[src/hw/rtl/sorted_integer_set_top_defines.svh]
// ----------------------------------------------------------------------------
// Sorted integer set: assertion macros
// Shared property wrappers, sampled on clk_i and disabled during reset.
// ----------------------------------------------------------------------------
`ifndef SORTED_INTEGER_SET_TOP_DEFINES_SVH
`define SORTED_INTEGER_SET_TOP_DEFINES_SVH

// Same-cycle implication
`define SIS_ASSERT_IMPLIES(lbl, ante, cons) \
  lbl: assert property (@(posedge clk_i) disable iff (!rst_ni) (ante) |-> (cons)) \
    else $error("sorted set check failed");

// Next-cycle implication
`define SIS_ASSERT_NEXT(lbl, ante, cons) \
  lbl: assert property (@(posedge clk_i) disable iff (!rst_ni) (ante) |=> (cons)) \
    else $error("sorted set check failed");

`endif

[src/hw/rtl/sis_pkg.sv]
// ----------------------------------------------------------------------------
// Sorted integer set package
// Request codes, sequencer states, field widths and shared structs.
// ----------------------------------------------------------------------------
package sis_pkg;

  localparam int DATA_W      = 32;
  localparam int RANK_W      = 6;
  localparam int COUNT_OUT_W = 7;
  // Cells folded into one first-level match register
  localparam int GROUP_SIZE  = 32;
  // Ranks reachable through the rank field
  localparam int RANK_LIMIT  = 64;

  typedef enum logic [1:0] {
    KIND_INSERT,
    KIND_QUERY,
    KIND_CLEAR,
    KIND_READ
  } kind_e;

  typedef enum logic [1:0] {
    ST_IDLE,
    ST_GROUP,
    ST_MERGE,
    ST_COMMIT
  } state_e;

  // Broadcast from the sequencer to every cell
  typedef struct packed {
    logic                     cmp_en;
    logic                     ins_en;
    logic signed [DATA_W-1:0] value;
  } cell_ctrl_t;

  typedef struct packed {
    logic                     member;
    logic                     inserted;
    logic                     refused_full;
    logic [COUNT_OUT_W-1:0]   element_count;
    logic signed [DATA_W-1:0] element_at_rank;
    logic                     rank_valid;
  } result_t;

endpackage

[src/hw/rtl/sis_group.sv]
// ----------------------------------------------------------------------------
// Sorted set match group
// First reduction level: folds the match flags and the rank-selected element
// of one group of cells into registers.
// ----------------------------------------------------------------------------
module sis_group (
  input  logic                              clk_i,
  input  logic                              en_i,
  input  logic [sis_pkg::GROUP_SIZE-1:0]    hit_i,
  input  logic [sis_pkg::GROUP_SIZE-1:0]    sel_i,
  input  logic [sis_pkg::DATA_W-1:0]        data_i [sis_pkg::GROUP_SIZE],
  output logic                              hit_o,
  output logic [sis_pkg::DATA_W-1:0]        data_o
);
  import sis_pkg::*;

  logic              hit_q, hit_d;
  logic [DATA_W-1:0] data_q, data_d;

  // Fold the group; at most one cell is selected
  always_comb begin
    hit_d  = |hit_i;
    data_d = '0;
    for (int k = 0; k < GROUP_SIZE; k++) begin
      data_d = data_d | (sel_i[k] ? data_i[k] : '0);
    end
  end

  always_ff @(posedge clk_i) begin
    if (en_i) begin
      hit_q  <= hit_d;
      data_q <= data_d;
    end
  end

  assign hit_o  = hit_q;
  assign data_o = data_q;

endmodule

[config.mk]
export PLATFORM = sky130hd
export DESIGN_NAME = sis_group
export DESIGN_NICKNAME = d
export VERILOG_FILES = /design/src/hw/rtl/sorted_integer_set_top_defines.svh /design/src/hw/rtl/sis_pkg.sv /design/src/hw/rtl/sis_group.sv
export SDC_FILE = /design/constraint.sdc
export NUM_CORES = 1
export LEC_CHECK = 0
export ABC_AREA = 1
export BUFFER_PORTS_ARGS = -buffer_cell sky130_fd_sc_hd__buf_4
export CAP_MARGIN = 15
export CELL_PAD_IN_SITES_DETAIL_PLACEMENT = 1
export CELL_PAD_IN_SITES_GLOBAL_PLACEMENT = 2
export CORE_AREA = 2 2 431 433
export DETAILED_ROUTE_END_ITERATION = 10
export DIE_AREA = 0 0 433 435
export PLACE_DENSITY = 0.41
export SLEW_MARGIN = 30
export SYNTH_ARGS = -nofsm -noshare
export SYNTH_HDL_FRONTEND = slang
export SYNTH_SLANG_ARGS = --single-unit
export TNS_END_PERCENT = 5
[constraint.sdc]
create_clock -name clk_i -period 2 [get_ports clk_i]
set_clock_uncertainty 0.1 [all_clocks]
set_input_delay 0.3 -clock clk_i [delete_from_list [all_inputs] [get_ports clk_i]]
set_output_delay 0.3 -clock clk_i [all_outputs]
set_load 0.01 [all_outputs]
==> run metrics <==
outcome completed; fraction of layout cells with a size suffix above 1 37.7%; critical path arrival 1840 ps; htree depth 2; First-pass DRT Iterations 5; placed instance count 5801; final hold violations 0; LEAKAGE 11.7 nW; Cell Pwr Density 291 nW/µm²; Hold Crit Class in -> reg; post-synthesis cell area 9250 µm²; slew at the pin closest to its max-slew limit 620 ps; Startpoint Class primary input; Routed wire per std cell 25.4 µm; initial antenna violation count 34; dpl ws -389 ps; worst-path maximum fanout 23; logic gate share of total power 67.9%; unrepaired setup endpoints after global routing no; Initial Util 5.02%; # setup viols final 0; routability congestion estimate 0.853; Synth Instances 2168; clock root cell clkbuf_16; Peak VDD IR 0.000274 V; largest net degree at the start of global routing 34; first-pass GRT wire length 186 mm; critical path class in -> reg; Pint 3.46 mW; Routed Antenna Nets 0; Worst Setup Slack, final 156 ps; Seq pwr share 13.3%; Psw 2.82 mW; Hold Path End hit_o; Clk pwr share 18.9%; final net count 4418; Hold Slack 249 ps; post-synthesis mux area share 0%; complex-gate fraction of the synthesized area 0%; grt ovf 0; Slew HR 58.5%; Vias/cell 3.01; Synth Warn # 0; Syn Nets 3258; DR DRC count 0; CTS buffer count 5; vias 17.5k; maxcap violations 0; largest family of logic cells by synthesized area simple AND/OR/NAND/NOR gates; fmax 542 MHz; GRT Resource Usage Total 15.1%; DP Wirelength 133 mm; worst hold path depth 5; Iteration-0 DRC Markers 741; Max clock buf depth 2; XOR/XNOR Fraction of Synth Area 0%; Final Util 11.7%; CTS tree done; synthesized area per cell 4.27 µm²; vias in the first global route 18.9k; core area 184000 µm²; Routed WL 148 mm; Sum Neg Setup Slack 0 ps; Final Max Slew Viols 0; register area share after synthesis 10.7%; Filler Cell Count 22.9k; synthesis-to-layout area growth 133%; most frequent cells in the layout 1697 x nand2_1, 1232 x buf_4, 337 x nor2_1; Die Ht 435 µm; Post-Synth Adder-Cell Area 0%; # hold bufs at CTS 0; flops & latches, synth 33; setup bufs post-CTS 0; die footprint 188000 µm²; Port Buffer Count 1122; Final Non-Filler Cells 5825; CTS Sinks 33; I/O pin count 1123; Synth cell types 6; switching share of power 44.9%; Clock transition at path regs 90 ps; fin crit period 1840 ps; Worst Hold Launch hit_i[20]; post-cts resize count 0; Post-Synth Simple-Gate Area 82.9%; Die Span X 433 µm; CP required 2000 ps; row count 158; CP Capture Type register; most common cell after layout, fill and taps aside nand2_1; crit share post-route 92.2%
## kinds of logic after synthesis
family,count (synthesis)
buffers and inverters,96
and+or+nand+nor,2039
DFF,33
## flip-flops by register name, indices dropped and copies added, names as in the netlist
signal	flops
data_o	32
hit_o	1
## metal layers
| metal | vias to the layer above | global-route usage, % | routed length [µm] |
|---|---|---|---|
| met5 | - | 0 | 61 |
| met4 | 10 | 2.22 | 1760 |
| met3 | 54 | 2.81 | 7340 |
| met2 | 526 | 28.8 | 78600 |
| met1 | 8116 | 17.6 | 59900 |
| li1 | 8799 | - | - |
## power by group through the flow
stage	combinational, mW	sequential (mW)	clock, mW
2_1_floorplan	1.26	0.838	0
3_3_place_gp	4.42	0.854	0
4_1_cts	4.43	0.836	1.33
3_5_place_dp	4.41	0.851	0
5_1_grt	4.70	0.838	1.29
6_report	4.26	0.832	1.18
## worst max path at each step
stage                         start    endpoint  cells after the start  slack, ps
final                     sel_i[12]  data_o[21]                      9        160
after global routing      sel_i[12]  data_o[21]                      9        110
after CTS                  sel_i[1]   data_o[7]                      7         40
after detailed placement   sel_i[1]   data_o[7]                      7       -390
after global placement     sel_i[1]   data_o[7]                      7       -360
after floorplan            sel_i[5]  data_o[10]                      7        830
## critical path, cell delays in order
cell and delay (ps):
buf_4 280, buf_4 270, nand2_1 70, nand2_1 50, nor2_1 400, nand2_1 100, nor2_1 150, buf_4 140
nand2_1 40
## cell type report
type / instances / area [µm²] / share of cell area, %
Timing Repair Buffer: 1249 / 9590 / 44.5
Multi-Input combinational cell: 2039 / 7670 / 35.6
Tap cell: 2480 / 3100 / 14.4
Sequential cell: 33 / 991 / 4.60
Clock buffer: 6 / 129 / 0.598
Antenna cell: 16 / 40.0 / 0.186
Clock inverter: 2 / 33.8 / 0.157
## per-stage QoR
| step | area (µm²) | power (mW) |
|---|---|---|
| finish | 21600 | 6.27 |
| global route | 21500 | 6.83 |
| CTS | 21500 | 6.59 |
| detailed placement | 21300 | 5.27 |
| global placement | 21300 | 5.27 |
| floorplan | 9250 | 2.09 |
## synth_stat cells
cell,n,area share [%]
edfxtp_1,33,11
buf_2,78,4.2
nand4_1,4,0.27
nor2_1,338,14
buf_6,18,2.2
nand2_1,1697,69
Power figures use the tool's default switching activity.
