`src/hw/rtl/sorted_integer_set_top_defines.svh`:
```
// ----------------------------------------------------------------------------
// Sorted integer set: assertion macros
// Shared property wrappers, sampled on clk_i and disabled during reset.
// ----------------------------------------------------------------------------
`ifndef SORTED_INTEGER_SET_TOP_DEFINES_SVH
`define SORTED_INTEGER_SET_TOP_DEFINES_SVH

// Same-cycle implication
`define SIS_ASSERT_IMPLIES(lbl, ante, cons) \
  lbl: assert property (@(posedge clk_i) disable iff (!rst_ni) (ante) |-> (cons)) \
    else $error("sorted set check failed");

// Next-cycle implication
`define SIS_ASSERT_NEXT(lbl, ante, cons) \
  lbl: assert property (@(posedge clk_i) disable iff (!rst_ni) (ante) |=> (cons)) \
    else $error("sorted set check failed");

`endif

```
`src/hw/rtl/sis_pkg.sv`:
```
// ----------------------------------------------------------------------------
// Sorted integer set package
// Request codes, sequencer states, field widths and shared structs.
// ----------------------------------------------------------------------------
package sis_pkg;

  localparam int DATA_W      = 32;
  localparam int RANK_W      = 6;
  localparam int COUNT_OUT_W = 7;
  // Cells folded into one first-level match register
  localparam int GROUP_SIZE  = 32;
  // Ranks reachable through the rank field
  localparam int RANK_LIMIT  = 64;

  typedef enum logic [1:0] {
    KIND_INSERT,
    KIND_QUERY,
    KIND_CLEAR,
    KIND_READ
  } kind_e;

  typedef enum logic [1:0] {
    ST_IDLE,
    ST_GROUP,
    ST_MERGE,
    ST_COMMIT
  } state_e;

  // Broadcast from the sequencer to every cell
  typedef struct packed {
    logic                     cmp_en;
    logic                     ins_en;
    logic signed [DATA_W-1:0] value;
  } cell_ctrl_t;

  typedef struct packed {
    logic                     member;
    logic                     inserted;
    logic                     refused_full;
    logic [COUNT_OUT_W-1:0]   element_count;
    logic signed [DATA_W-1:0] element_at_rank;
    logic                     rank_valid;
  } result_t;

endpackage

```
`src/hw/rtl/sis_cell.sv`:
```
// ----------------------------------------------------------------------------
// Sorted set cell
// Holds one element, compares it with the broadcast value and, on insert,
// keeps it, takes the new value or takes its lower neighbor's element.
// ----------------------------------------------------------------------------
module sis_cell (
  input  logic                              clk_i,
  input  sis_pkg::cell_ctrl_t               ctrl_i,
  input  logic                              occ_i,
  input  logic                              prev_lt_i,
  input  logic signed [sis_pkg::DATA_W-1:0] prev_elem_i,
  output logic signed [sis_pkg::DATA_W-1:0] elem_o,
  output logic                              lt_o,
  output logic                              eq_o
);
  import sis_pkg::*;

  logic signed [DATA_W-1:0] elem_q, elem_d;
  logic                     lt_q, lt_d;

  // Compare against the broadcast value
  assign lt_d = occ_i && (elem_q < ctrl_i.value);
  assign eq_o = occ_i && (elem_q == ctrl_i.value);

  // Keep below the insert point, drop the value in at it, shift up above it
  always_comb begin
    elem_d = elem_q;
    if (ctrl_i.ins_en && !lt_q) begin
      if (prev_lt_i) begin
        elem_d = ctrl_i.value;
      end else begin
        elem_d = prev_elem_i;
      end
    end
  end

  always_ff @(posedge clk_i) begin
    elem_q <= elem_d;
    if (ctrl_i.cmp_en) begin
      lt_q <= lt_d;
    end
  end

  assign elem_o = elem_q;
  assign lt_o   = lt_q;

endmodule

```
`config.mk`:
```
export PLATFORM = sky130hd
export DESIGN_NAME = sis_cell
export DESIGN_NICKNAME = d
export VERILOG_FILES = /design/src/hw/rtl/sorted_integer_set_top_defines.svh /design/src/hw/rtl/sis_pkg.sv /design/src/hw/rtl/sis_cell.sv
export SDC_FILE = /design/constraint.sdc
export NUM_CORES = 1
export LEC_CHECK = 0
export BUFFER_PORTS_ARGS = -buffer_cell sky130_fd_sc_hd__clkbuf_2
export CAP_MARGIN = 25
export CORE_MARGIN = 1
export CORE_UTILIZATION = 40
export DETAILED_ROUTE_END_ITERATION = 7
export PLACE_DENSITY = 0.7
export SYNTH_ARGS = -nofsm -noshare
export SYNTH_HDL_FRONTEND = slang
export SYNTH_SLANG_ARGS = --single-unit
```
`constraint.sdc`:
```
create_clock -name clk_i -period 3.21 [get_ports clk_i]
set_input_delay 0.642 -clock clk_i [delete_from_list [all_inputs] [get_ports clk_i]]
set_output_delay 0.642 -clock clk_i [all_outputs]
set_load 0.01 [all_outputs]
```
==> results of run 1 <==
-- cells by family after synthesis --
group                      synth area share
buffers and inverters               0.06576
muxes                                0.1664
DFF                                  0.4452
adders and majority gates            0.1799
AOI/OAI and AO/OA                   0.07982
and+or+nand+nor                     0.06296
-- sequential cells by signal, indices dropped and copies added, names as in the netlist --
register	cells
elem_o	32
lt_o	1
-- critical path: cells and delay by family --
family | cells | cell delay (ns)
adder cells (fa/ha/maj) | 1 | 0.32
buffers and inverters | 3 | 0.30
AND/OR/NAND/NOR | 4 | 0.84
-- per-layer routing --
metal,GRT usage,up-vias,routed length [um]
met4,0.06923,0,70
met5,0,-,0
met2,0.2757,67,2130
li1,-,889,-
met3,0.04910,7,303
met1,0.1914,762,2004
-- cell usage after synthesis, drive strengths merged --
cell type and count:
inv 34, edfxtp 33, ha 32, mux2 32, a21oi 16, nand2 8
nand4 6, o21ai 5, buf 3, nand3 3, a21o 2, nor2 2
nor4 2, o21a 2, a2111oi 1, a22oi 1, clkbuf 1, mux2i 1
nand2b 1, nand3b 1, nor2b 1, nor3 1
-- final timing paths --
check / to / slack, ns / cells after the start
min reg2reg: elem_o[9]$_DFFE_PP_ / 0.83 / 1
max: eq_o / 0.45 / 8
max reg2reg: lt_o$_DFFE_PP_ / 1.30 / 6
min: lt_o$_DFFE_PP_ / 0.56 / 1
-- per-stage QoR --
step                power, uW  instance area (sq um)  utilization  worst slack (ns)  std cells
detailed placement      784.1                   2813       0.5370            0.4260        356
global placement        779.5                   2813       0.5370            0.4246        356
floorplan               682.8                   2226            -            0.6959        188
CTS                      1080                   2889       0.5516            0.4157        363
global route             1121                   2889       0.5516            0.2646        363
finish                   1063                   2889       0.5516            0.4536        363
-- area by class of cell --
cell class              count  share of cell area
flip-flops and latches     33              0.3430
clock inverters             1            0.001299
inverters                  34             0.04417
multi-input cells         117              0.3794
well taps                  70             0.03032
clock buffers               6             0.02512
repair buffers            102              0.1767
-- report_power, final --
| part | internal, uW | switching (uW) |
|---|---|---|
| clock | 146 | 145 |
| sequential | 513 | 14.7 |
| combinational | 123 | 121 |
| total | 782 | 281 |
==> results.sh, run 1 <==
export IMPL_synth_top_area_frac=0.4452
export IMPL_cpMostUsedCell="clkbuf_2"
export IMPL_clock_root_buffer="clkbuf_8"
export IMPL_yosysUniqueCellTypes=27
export IMPL_maxCapViolCount=0
export IMPL_synth_seq_area_share=0.4452
export IMPL_yosysTopAreaCell="edfxtp_1"
export IMPL_dpl_hpwl_um=3589
export IMPL_gp_congestion=0.7596
export IMPL_cts_resized=0
export IMPL_syn_area_sq_mm=0.002226
export IMPL_track_usage=0.1632
export IMPL_max_freq_mhz=362.8
export IMPL_rsz0062_at_grt="no"
export IMPL_critPathArrivalTime_ns=2.11
export IMPL_firstDrtPassIters=5
export IMPL_pwr_density_cell_mw_per_mm2=368.0
export IMPL_crit_chain="clkbuf_2 -> inv_1 -> ha_1 -> nand4_1 -> nor4_1 -> nand2_1 -> nor3_1 -> clkbuf_2"
export IMPL_die_h_um=76.60
export IMPL_clk_latency_ns=0.28
export IMPL_start_kind="primary input"
export IMPL_num_vias=1725
export IMPL_gr_total_overflow=0
export IMPL_hold_buffers=0
export IMPL_layout_drive_gt1_share=0.4915
export IMPL_slowest_delay_ns=0.42
export IMPL_finish_net_count=394
export IMPL_io_pins=103
export IMPL_clock_skew_ns=0.003782
export IMPL_final_cell_mix="102 x clkbuf_2, 34 x inv_1, 33 x edfxtp_1"
export IMPL_htreeDepth=2
export IMPL_core_area_sq_mm=0.005238
export IMPL_io_buffers=102
export IMPL_die_x_um=76.60
export IMPL_synthCells=188
export IMPL_required_ns=2.57
export IMPL_rows=26
export IMPL_syn_area_per_cell_sq_um=11.84
export IMPL_multi_input_area_sq_mm=0.001096
export IMPL_ir_worst_vdd_v=0.0002531
export IMPL_grt_max_degree=33
export IMPL_hp_start="ctrl_i[33]"
export IMPL_final_common_cell="clkbuf_2"
export IMPL_slew_viol_final=0
export IMPL_r2r_start="elem_o[15]$_DFFE_PP_"
export IMPL_wirelength_um=4509
export IMPL_vias_per_cell=4.752
export IMPL_regArea_sq_um=991.0
export IMPL_cts_max_path_buffers=2
export IMPL_clk_pin_slew_ns=0.06
export IMPL_grt_pass1_vias=1694
export IMPL_cp_end_kind="output pin"
export IMPL_antenna_found_initial=0
export IMPL_worstSetupStartpoint="ctrl_i[27]"
export IMPL_finalSetupViolCount=0
export IMPL_synth_area_leaders="edfxtp_1 45%, ha_1 18%, mux2_2 16%, inv_1 5.7%, a21oi_1 3.1%"
export IMPL_synth_warnings=0
export IMPL_syn_nets=289
export IMPL_cts_tree="built"
export IMPL_timing_hold_ws_ns=0.5560
export IMPL_path_class="in -> out"
export IMPL_start_util=0.4250
export IMPL_wl_per_cell_um=12.42
export IMPL_max_slew_margin=0.3716
export IMPL_cts_made_buffers=5
export IMPL_tightest_slew_ns=0.9406
export IMPL_die_area_sq_mm=0.005867
export IMPL_detail_route_antenna_nets=0
export IMPL_cts_setup_buffers=0
export IMPL_n_antenna_cell=0
export IMPL_fin_tns_setup_ns=0
export IMPL_p_leak_uw=0.001433
export IMPL_critical_path_peak_fanout=3
export IMPL_hp_class="in -> reg"
export IMPL_status="complete, no violations"
export IMPL_grt_pass1_wl_um=7424
export IMPL_critPathSlowestCell="nor4_1"
export IMPL_post_route_min_period_ns=2.756
export IMPL_finalHoldViolCount=0
export IMPL_drt_iter0_markers=37
export IMPL_fill_cells=449
export IMPL_drc=0
export IMPL_cts_num_sinks=33
export IMPL_period_share=0.8587
export IMPL_area_growth_synth_to_final_pct=29.79
export IMPL_ys_seq_elements=33
No activity file was read; power rests on OpenSTA's default activity.
==> run 2, diff against run 1 <==
- CORE_UTILIZATION: 40 -> 47
- PLACE_DENSITY: 0.7 -> 0.8
==> run 2 against run 1 <==
The flow now finishes with violations (DRC). Register-to-register slack better by 0.03 ns. Die area down 15%. Utilization rose by 9.3 points. Maximum frequency fell by 1.7%. Sequential cell count did not move. Hold slack better by 0.0015 ns. Power grew 0.34%.
==> results.sh, run 2 (synthesized netlist as in run 1, its figures left out) <==
export IMPL_wl_per_cell_um=13.60
export IMPL_drt_iter0_markers=55
export IMPL_vias_per_cell=5.133
export IMPL_firstDrtPassIters=6
export IMPL_clk_pin_slew_ns=0.07
export IMPL_cts_max_path_buffers=2
export IMPL_clock_skew_ns=0.007370
export IMPL_finalHoldViolCount=0
export IMPL_finalSetupViolCount=0
export IMPL_met1_length_um=1948
export IMPL_cpMostUsedCell="clkbuf_2"
export IMPL_r2r_start="elem_o[9]$_DFFE_PP_"
export IMPL_die_h_um=70.82
export IMPL_gr_total_overflow=0
export IMPL_cts_tree="built"
export IMPL_final_common_cell="clkbuf_2"
export IMPL_htreeDepth=2
export IMPL_num_vias=1771
export IMPL_critPathArrivalTime_ns=2.16
export IMPL_violations="DRC"
export IMPL_period_share=0.8738
export IMPL_die_area_sq_mm=0.005015
export IMPL_slew_viol_final=0
export IMPL_io_pins=103
export IMPL_grt_max_degree=33
export IMPL_start_kind="primary input"
export IMPL_maxCapViolCount=0
export IMPL_clock_root_buffer="clkbuf_8"
export IMPL_io_buffers=102
export IMPL_gp_congestion=0.7101
export IMPL_cp_end_kind="output pin"
export IMPL_topRoutingLayerUsed="met4"
export IMPL_core_area_sq_mm=0.004444
export IMPL_rsz0062_at_grt="no"
export IMPL_finish_net_count=394
export IMPL_final_cell_mix="102 x clkbuf_2, 34 x inv_1, 33 x edfxtp_1"
export IMPL_hold_depth=1
export IMPL_clk_latency_ns=0.28
export IMPL_tightest_slew_ns=0.9114
export IMPL_status="finished, violations left"
export IMPL_cts_resized=0
export IMPL_fill_cells=367
export IMPL_dpl_hpwl_um=3780
export IMPL_post_route_min_period_ns=2.805
export IMPL_critPathSlowestCell="nor4_1"
export IMPL_min_delay_worst_endpoint="lt_o$_DFFE_PP_"
export IMPL_critical_path_peak_fanout=3
export IMPL_required_ns=2.57
export IMPL_area_growth_synth_to_final_pct=28.78
export IMPL_grt_pass1_wl_um=7755
export IMPL_ir_worst_vdd_v=0.0002901
export IMPL_track_usage=0.1995
export IMPL_finalWorstSetupSlack_ns=0.4049
export IMPL_max_slew_margin=0.3911
export IMPL_fin_tns_setup_ns=0
export IMPL_layout_drive_gt1_share=0.4915
export IMPL_dr_wl_met2_um=2392
export IMPL_slowest_delay_ns=0.44
export IMPL_rrSetupSlack_ns=1.33
export IMPL_max_freq_mhz=356.5
export IMPL_start_util=0.5008
export IMPL_p_leak_uw=0.001433
export IMPL_drc=12
export IMPL_hp_class="in -> reg"
export IMPL_pwr_density_cell_mw_per_mm2=372.1
export IMPL_die_x_um=70.82
export IMPL_wirelength_um=4693
export IMPL_detail_route_antenna_nets=0
export IMPL_r2r_end="lt_o$_DFFE_PP_"
export IMPL_hold_buffers=0
export IMPL_multi_input_area_sq_mm=0.001096
export IMPL_path_class="in -> out"
export IMPL_hp_start="ctrl_i[33]"
export IMPL_dp_slack_ns=0.4343
export IMPL_cts_setup_buffers=0
export IMPL_wl_met3_um=261
export IMPL_crit_chain="clkbuf_2 -> inv_1 -> ha_1 -> nand4_1 -> nor4_1 -> nand2_1 -> nor3_1 -> clkbuf_2"
export IMPL_antenna_found_initial=0
export IMPL_regArea_sq_um=991.0
export IMPL_cts_num_sinks=33
export IMPL_grt_pass1_vias=1773
export IMPL_largest_register_ffs=32
export IMPL_n_antenna_cell=0
export IMPL_rr_worst_depth=7
export IMPL_cts_made_buffers=5
export IMPL_rows=24
## run 2: cell counts in the layout (fill, tap and decap cells not counted)
No cell type changed its count.
## run 2: critical path: cells and delay by family
family	cells	cell delay, ns
AND/OR/NAND/NOR	4	0.89
buffers and inverters	3	0.31
adder cells (fa/ha/maj)	1	0.31
## run 2: worst max path at each step
stage	startpoint	to
6_report	ctrl_i[31]	eq_o
5_1_grt	ctrl_i[31]	eq_o
4_1_cts	ctrl_i[31]	eq_o
3_5_place_dp	ctrl_i[27]	eq_o
3_3_place_gp	ctrl_i[27]	eq_o
2_1_floorplan	ctrl_i[32]	elem_o[0]$_DFFE_PP_
## run 2: area by class of cell
class,count,area share
timing repair buffer,102,0.1781
clock inverter,1,0.001309
multi-input combinational,117,0.3824
inverter,34,0.04452
sequential,33,0.3457
tap,52,0.02270
clock buffer,6,0.02532
## run 2: layer usage
layer,global-route usage,up-vias
met5,0,-
met4,0.06889,0
met3,0.04131,9
met2,0.3547,65
met1,0.2403,808
li1,-,889
## run 2: per-stage QoR
stage / utilization / total power, uW / instance area (sq um) / instances / hold WS, ns
6_report: 0.6450 / 1067 / 2867 / 345 / 0.5575
2_1_floorplan: - / 682.8 / 2226 / 188 / 0.7545
4_1_cts: 0.6450 / 1077 / 2867 / 345 / 0.5545
5_1_grt: 0.6450 / 1123 / 2867 / 345 / 0.5638
3_3_place_gp: 0.6278 / 777.4 / 2790 / 338 / 0.8235
3_5_place_dp: 0.6278 / 787.2 / 2790 / 338 / 0.8329
## run 2: where the power goes
part	total [uW]	internal (uW)	switching [uW]
registers	529	513	16.3
logic	248	123	124
clock network	290	146	144
total	1070	783	284
==> run 3, diff against run 2 <==
- CORE_MARGIN: 1 -> 3
==> run 3 against run 2 <==
The run now ends clean. Sequential share of layout area shrank 0.060 points. Wire length grew 2.7%. Sequential power is essentially flat. Utilization shrank 0.32 points. Clock-buffer cell count shrank 1. First-iteration DRC count shrank 29%. Maximum frequency grew 2.3%. Global-route usage shrank 1.9 points. Largest power group unchanged. Sequential cell count is the same. Clock skew shrank 0.0022 ns.
==> results.sh, run 3 (synthesized netlist as in run 1, its figures left out) <==
export IMPL_p_leak_uw=0.001438
export IMPL_post_route_min_period_ns=2.742
export IMPL_grt_pass1_wl_um=7624
export IMPL_slowest_delay_ns=0.42
export IMPL_seqPwrFrac=0.491
export IMPL_final_common_cell="clkbuf_2"
export IMPL_die_area_sq_mm=0.005598
export IMPL_io_buffers=102
export IMPL_layout_drive_gt1_share=0.4932
export IMPL_io_pins=103
export IMPL_core_area_sq_mm=0.004474
export IMPL_die_h_um=74.82
export IMPL_cts_tree="built"
export IMPL_cts_setup_buffers=0
export IMPL_grt_max_degree=33
export IMPL_clockPowerShare=0.281
export IMPL_dpl_hpwl_um=3936
export IMPL_track_usage=0.1801
export IMPL_clk_latency_ns=0.28
export IMPL_cp_depth=8
export IMPL_cp_end_kind="output pin"
export IMPL_drc=0
export IMPL_critPathSlowestCell="nor4_1"
export IMPL_total_power_uw=1077
export IMPL_rsz0062_at_grt="no"
export IMPL_clock_root_buffer="clkbuf_8"
export IMPL_fill_cells=384
export IMPL_wirelength_um=4822
export IMPL_dpl_cell_area_sq_mm=0.002790
export IMPL_max_freq_mhz=364.7
export IMPL_critical_path_peak_fanout=3
export IMPL_regArea_sq_um=991.0
export IMPL_total_switching_power_uw=295.4
export IMPL_num_vias=1756
export IMPL_crit_chain="clkbuf_2 -> inv_1 -> ha_1 -> nand4_1 -> nor4_1 -> nand2_1 -> nor3_1 -> clkbuf_2"
export IMPL_slew_viol_final=0
export IMPL_path_class="in -> out"
export IMPL_antenna_found_initial=0
export IMPL_cts_resized=0
export IMPL_rr_worst_depth=7
export IMPL_maxCapViolCount=0
export IMPL_area_growth_synth_to_final_pct=29.00
export IMPL_fin_tns_setup_ns=0
export IMPL_rows=24
export IMPL_p_sw_frac=0.2742
export IMPL_period_share=0.8541
export IMPL_ir_worst_vdd_v=0.0002652
export IMPL_status="complete, no violations"
export IMPL_largest_register_ffs=32
export IMPL_hp_class="in -> reg"
export IMPL_start_util=0.4975
export IMPL_gp_congestion=0.7695
export IMPL_start_kind="primary input"
export IMPL_cts_max_path_buffers=2
export IMPL_grt_pass1_vias=1855
export IMPL_drt_iter0_markers=39
export IMPL_finalSetupViolCount=0
export IMPL_cpMostUsedCell="clkbuf_2"
export IMPL_critPathArrivalTime_ns=2.10
export IMPL_cts_num_sinks=33
export IMPL_hold_depth=1
export IMPL_path_buf_inv=3
export IMPL_p_comb_frac=0.229
export IMPL_final_cell_mix="102 x clkbuf_2, 34 x inv_1, 33 x edfxtp_1"
export IMPL_htreeDepth=2
export IMPL_firstDrtPassIters=4
export IMPL_clock_skew_ns=0.005137
export IMPL_wl_per_cell_um=13.94
export IMPL_vias_per_cell=5.075
export IMPL_cts_made_buffers=5
export IMPL_required_ns=2.57
export IMPL_multi_input_area_sq_mm=0.001096
export IMPL_critPathTopFamily="simple AND/OR/NAND/NOR gates"
export IMPL_n_antenna_cell=0
export IMPL_rrSetupSlack_ns=1.34
export IMPL_max_slew_margin=0.3909
export IMPL_hold_buffers=0
export IMPL_clk_pin_slew_ns=0.07
export IMPL_tightest_slew_ns=0.9117
export IMPL_die_x_um=74.82
export IMPL_detail_route_antenna_nets=0
export IMPL_design_area_sq_mm=0.002872
export IMPL_pwr_density_cell_mw_per_mm2=375.2
export IMPL_finalHoldViolCount=0
export IMPL_gr_total_overflow=0
export IMPL_finish_net_count=394
export IMPL_p_int_uw=782.0
==> run 3: cell count changes in the layout (fill, tap and decap cells not counted), sizes merged <==
cell	change
clkbuf	-1
clkinv	+2
==> run 3: through the flow <==
stage	util	setup slack, ns	hold slack (ns)	instances
floorplan	-	0.6959	0.7545	188
global placement	0.6236	0.4379	0.8289	338
detailed placement	0.6236	0.4267	0.8319	338
CTS	0.6418	0.4241	0.5424	346
global route	0.6418	0.2470	0.5469	346
finish	0.6418	0.4682	0.5523	346
==> run 3: layer usage <==
metal	wire, um	vias to the layer above	track usage	share of wire
li1	-	889	-	-
met5	0	-	0	0
met4	44	0	0.05138	0.0091
met3	312	5	0.05340	0.065
met2	2526	63	0.3414	0.52
met1	1938	799	0.1908	0.40
==> run 3: worst paths after layout <==
path,start,to
setup / recovery,ctrl_i[27],eq_o
hold / removal,ctrl_i[33],lt_o$_DFFE_PP_
setup reg to reg,elem_o[9]$_DFFE_PP_,lt_o$_DFFE_PP_
hold reg to reg,lt_o$_DFFE_PP_,elem_o[10]$_DFFE_PP_
==> run 3: power groups by stage <==
stage	sequential [uW]	clock [uW]	combinational [uW]
2_1_floorplan	549	0	133
3_3_place_gp	537	0	241
3_5_place_dp	539	0	249
4_1_cts	529	311	251
5_1_grt	532	329	278
6_report	529	302	246
==> run 3: cell type report <==
type,count,share of cell area
Sequential cell,33,0.3451
Timing Repair Buffer,102,0.1778
Clock buffer,5,0.02397
Inverter,34,0.04444
Multi-Input combinational cell,117,0.3817
Tap cell,52,0.02266
Clock inverter,3,0.004357
